<file path="config.mk">
export PLATFORM = sky130hd
export DESIGN_NAME = kls_cell
export DESIGN_NICKNAME = d
export VERILOG_FILES = /design/src/rtl/kls_pkg.sv /design/src/rtl/kls_cell.sv
export SDC_FILE = /design/constraint.sdc
export NUM_CORES = 1
export LEC_CHECK = 0
export ABC_AREA = 1
export ABC_CLOCK_PERIOD_IN_PS = 4500
export BUFFER_PORTS_ARGS = -buffer_cell sky130_fd_sc_hd__buf_2
export CAP_MARGIN = 30
export CORE_ASPECT_RATIO = 0.6
export CORE_MARGIN = 2
export CORE_UTILIZATION = 30
export CTS_BUF_LIST = sky130_fd_sc_hd__clkbuf_2 sky130_fd_sc_hd__clkbuf_4 sky130_fd_sc_hd__clkbuf_8
export DETAILED_ROUTE_END_ITERATION = 16
export PLACE_DENSITY = 0.52
export SYNTH_ARGS = -nofsm -noshare
export SYNTH_HDL_FRONTEND = slang
export SYNTH_SLANG_ARGS = --single-unit
export TNS_END_PERCENT = 20
</file>
<file path="constraint.sdc">
create_clock -name clk -period 4.5 [get_ports clk]
set_input_delay 1.35 -clock clk [delete_from_list [all_inputs] [get_ports clk]]
set_output_delay 1.35 -clock clk [all_outputs]
set_load 0.05 [all_outputs]
</file>
<file path="src/rtl/kls_pkg.sv">
`timescale 1ns / 1ps
// kls_pkg: shared constants, types and operation codes for the k-th largest selector.
// Used by kls_cell and kth_largest_selector; depends on nothing else.
package kls_pkg;

  localparam int HEAP_CAPACITY = 1024;
  localparam int DATA_W        = 32;
  localparam int RANK_W        = 11;
  localparam int FILL_W        = $clog2(HEAP_CAPACITY + 1);
  localparam int CMP_W         = (FILL_W > RANK_W) ? FILL_W : RANK_W;

  // Operation broadcast to every cell in one cycle.
  typedef enum logic [1:0] {
    OP_HOLD,
    OP_INSERT,
    OP_REPLACE
  } op_t;

  // What a cell shows its neighbors: its entry and how it compares with the new value.
  typedef struct packed {
    logic signed [DATA_W-1:0] value;
    logic                     le;  // holds an entry and entry <= new value
    logic                     lt;  // holds an entry and entry <  new value
  } cell_out_t;

endpackage

</file>
<file path="src/rtl/kls_cell.sv">
`timescale 1ns / 1ps
// kls_cell: one slot of the sorted chain; holds one entry and shifts with its neighbors.
// Depends on kls_pkg.
module kls_cell (
  input  logic                                  clk,
  input  logic                                  valid,
  input  kls_pkg::op_t                          op,
  input  logic signed [kls_pkg::DATA_W-1:0]     new_value,
  input  kls_pkg::cell_out_t                    left,
  input  kls_pkg::cell_out_t                    right,
  output kls_pkg::cell_out_t                    status
);

  logic signed [kls_pkg::DATA_W-1:0] entry;
  logic signed [kls_pkg::DATA_W-1:0] entry_next;
  logic                              le;
  logic                              lt;

  assign le = valid && (entry <= new_value);
  assign lt = valid && (entry < new_value);

  assign status.value = entry;
  assign status.le    = le;
  assign status.lt    = lt;

  // Insert opens a gap at the first entry above the new value; replace drops
  // the smallest entry and closes the chain around the new value.
  always_comb begin
    entry_next = entry;
    case (op)
      kls_pkg::OP_INSERT: begin
        if (!le) begin
          if (left.le) begin
            entry_next = new_value;
          end else begin
            entry_next = $signed(left.value);
          end
        end
      end
      kls_pkg::OP_REPLACE: begin
        if (right.lt) begin
          entry_next = $signed(right.value);
        end else if (lt) begin
          entry_next = new_value;
        end
      end
      default: begin
        entry_next = entry;
      end
    endcase
  end

  always_ff @(posedge clk) begin
    entry <= entry_next;
  end

endmodule

</file>
**Yosys cells after proc, flatten, opt, wreduce, memory -nomap -nowiden**

Cells that the tools add are included.
W data, S select, Z words.

- Register bits: 32
- Input bits: 104
- Output and inout port bits: 34
- Logic and storage cells: 16

- Magnitude comparators: 2
- Eq/ne operators: 4
- Muxes and demuxes: 5
- Reductions and logical operators: 4

Operators with widths:

| cell | count |
|---|---|
| $mux W32 | 4 |
| $pmux W32 S2 | 1 |
| $le A32 B32 Y1 | 1 |
| $lt A32 B32 Y1 | 1 |
| $ne A3 B3 Y1 const B | 1 |
| $reduce_and A3 Y1 | 1 |
| $eq A2 B1 Y1 const B | 1 |
| $eq A2 B2 Y1 const B | 1 |
| $logic_and A1 B1 Y1 | 2 |
| $ne A2 B2 Y1 const B | 1 |
| $reduce_bool A2 Y1 | 1 |

**Depth between registers and ports, before layout**

- Depth in word-level cells: 5
- Depth in mapped cells: 18
- Mapped depth without buffers: 18

**Worst setup path after synthesis**

No wires, ideal clock.

- Path type: in2out
- Start point: input port new_value[19] (netlist name)
- End point: output port status[1] (netlist name)
- Data arrival time: 2592 ps
- Required time: 3150 ps
- Slack: 558 ps
- Cell stages on the path: 12
- Path buffers: 1
- Path through: inv_1 ha_1 a21oi_1 nand2_1 nand2_1 nand2_1 a21oi_1 nand2_1 nand2_1 nand3_2 nand2_1 buf_4

- Cells in the longest elaborated chain, start to end: 2

Ends and longest elaborated chain:

| what | line | source |
|---|---|---|
| from (decl) | kls_cell.sv:8 | `input logic signed [kls_pkg::DATA_W-1:0] new_value,` |
| $le A32 B32 Y1 | kls_cell.sv:19 | `assign le = valid && (entry <= new_value);` |
| $logic_and A1 B1 Y1 | kls_cell.sv:19 |  |
| to (decl) | kls_cell.sv:11 | `output kls_pkg::cell_out_t status` |

No other way between the ends.

==> flow_summary.ini <==
[worst_setup_path]
critical_path_class = in2out
cp-start-kind = input pin
endpoint = status[1]
slowest_stage = ha_1
r2r-end = entry[26]
path_cells = buf_2 -> inv_1 -> ha_1 -> a21oi_1 -> o21a_2 -> nand2_1 -> a21oi_1 -> nand2_1 -> nand2_1 -> nand3_2 -> nand2_1 -> buf_2
crit_arrival_ps = 2950
reg2reg_from = entry[29]
critPathMaxStageDelay_ps = 300
end_kind = output port
startpoint = new_value[29]
required_ps = 3150
rr_worst_depth = 12
crit_fanout = 4
reg2reg_slack_ps = 2040
crit_top_cell = nand2_1

[pwr]
power.total_uw = 991
vdd.ir_drop.worst_mv = 0.0981
switching_share_pct = 38.8
powerDensity_nw_per_um2 = 268
intPower_uw = 607
clkPwrFrac_pct = 21.7
switchingPower_uw = 384
comb_power_share_pct = 39.6
leakage_uw = 0.00186
power_frac_seq_pct = 38.7

[layout]
diodes = 0
fillerInstances = 982
final_layout_size_suffix_gt1_share_pct = 32.6
num-nets-final = 630
top_regs = entry (32)
largest_reg_flops = 32
largest-register = entry
final-instance-count-excl-fill = 624
seq_area_um2 = 961
stdcell_area_um2 = 3690
multi_input_area_um2 = 1590
syn2layout_area_growth_pct = 30.5
final_core_util_pct = 40.3

[detailed_routing]
first_pass_iters = 5
drt_wl_total_mm = 8.64
drtIter0Drc = 135
vias_per_cell = 4.67
ant_nets = 0
num_vias = 2911
wl_per_cell_um = 13.8
drc = 0

[global_routing]
track_usage_pct = 16.6
grt_first_pass_wirelength_mm = 13.4
overflow = 0
grt_pass1_vias = 2727
antenna_found_initial = 1
grt_max_degree = 65

[sta]
setup_viol = 0
period_minus_slack_ps = 4300
fin_crit_sh_pct = 95.5
fmax_mhz = 233
tightest_slew_ps = 649
finClkSkew_ps = 6.89
tns_ps = 0
rsz0062_at_grt = false
max-slew-margin-rel_pct = 56.7
finalMaxSlewViolations = 0
finalHoldViolCount = 0

[yosys]
synth_seq_cells = 32
synth_edf_count = 32
synthFlopType = edfxtp_1
netlist_top_cells_area = edfxtp_1 (34%), nand2_1 (18%), ha_1 (14%), a32oi_1 (9.9%), a21oi_1 (8.1%)
async_reset_ff_share_pct = 0
synth_cells = 370
synth_cell_types = 24
synth_top_area_share_pct = 34.0
synth_most_common_cell = nand2_1
yosysTopAreaCell = edfxtp_1
synth_nets = 506
yosysWarnings = 0
netlist_area_um2 = 2830
synth_common_cells = nand2_1 (132), a21oi_1 (46), inv_1 (40)
syn_avg_cell_area_um2 = 7.64
ys_seq_area_share_pct = 34.0

[clock_tree]
holdBufCountCts = 0
max-clock-path-buffers = 2
cts.sinks = 32
h-tree-depth = 2
clk_latency_ps = 280
cts_tree = done
clk_pin_slew_worst_paths_ps = 70
numCtsBuffers = 5
cts-resized-gates = 0
cts_root_buf = clkbuf_8
cts_setup_buffers = 0

[placed_design]
dpl-instance-area_um2 = 3610
placed_cells = 617
port_buffers = 135
gp_congestion = 0.701
dp_hpwl_mm = 6.37

[floorplan]
die_w_um = 129
design.core.area_um2 = 9160
io_pins = 138
die_height_um = 79.2
start_util_pct = 30.9
fp.dieArea_um2 = 10200
rows = 27

[job]
drv_cap = 0

[status]
status = finished, final reports clean

[worst_hold_path]
min_path_type = reg2reg
hp-start = entry[31]
-- how the worst min path moves through the flow --
stage,end,cells past startpoint
CTS,entry[11],6
floorplan,entry[0],2
finish,entry[11],6
global route,entry[7],3
detailed placement,entry[1],6
global placement,entry[1],6
-- power groups by stage --
| stage | clock network [uW] | registers, uW | logic (uW) |
|---|---|---|---|
| 2_1_floorplan | 0 | 481 | 176 |
| 5_1_grt | 239 | 386 | 434 |
| 3_3_place_gp | 0 | 390 | 387 |
| 6_report | 215 | 383 | 392 |
| 3_5_place_dp | 0 | 390 | 394 |
| 4_1_cts | 224 | 384 | 396 |
-- worst max-delay path: cells and delay by family --
family          cells  cell delay (ps)
compound gates      3              530
buf+inv             3              400
simple gates        5              360
fa+ha+maj           1              300
-- placed cells by master (no fill, tap or decap) --
| master | instances |
|---|---|
| nand4_4 | 1 |
| inv_1 | 40 |
| nor2_2 | 1 |
| edfxtp_1 | 32 |
| buf_2 | 135 |
| nor3_2 | 2 |
| nor2_1 | 7 |
| clkbuf_4 | 1 |
| ha_1 | 32 |
| nand3_2 | 1 |
| a21o_1 | 1 |
| o21a_1 | 1 |
| a21oi_1 | 46 |
| inv_2 | 5 |
| nand4_1 | 2 |
| nor3_1 | 2 |
| nor2_4 | 1 |
| nand2_1 | 131 |
| buf_4 | 4 |
| a32oi_1 | 32 |
| o21a_2 | 1 |
| o21ai_0 | 2 |
| clkinv_2 | 1 |
| clkbuf_8 | 5 |
| buf_12 | 1 |
| nand3_1 | 5 |
| nand2_2 | 2 |
-- routing by layer --
metal / share of wire, % / vias to the layer above / track usage, % / wire length, um
li1: - / 1522 / - / -
met1: 51 / 1274 / 24.4 / 4400
met2: 39 / 109 / 24.6 / 3390
met3: 9.4 / 4 / 4.72 / 812
met4: 0.29 / 2 / 1.96 / 25
met5: 0.15 / - / 0 / 13
-- logic make-up (layout without fill, tap and decap cells) --
| family | Yosys count | after routing | share of synthesized area, % |
|---|---|---|---|
| and+or+nand+nor | 155 | 155 | 22.5 |
| AOI/OAI and AO/OA | 83 | 83 | 19.2 |
| buffers and inverters | 68 | 192 | 10.1 |
| adders and majority gates | 32 | 32 | 14.2 |
| DFF | 32 | 32 | 34.0 |
-- metrics by stage --
stage / hold WS, ps / worst slack, ps
2_1_floorplan: 1610 / 558
3_3_place_gp: 1320 / 212
3_5_place_dp: 1340 / 166
4_1_cts: 1360 / 164
5_1_grt: 1420 / 7.48
6_report: 1340 / 204
-- final cells by class --
type | instances | share of cell area [%]
Clock buffer | 6 | 2.07
Clock inverter | 1 | 0.136
Inverter | 45 | 4.58
Multi-Input combinational cell | 270 | 43.1
Sequential cell | 32 | 26.0
Tap cell | 130 | 4.41
Timing Repair Buffer | 140 | 19.7
(Power assumes the default switching activity.)
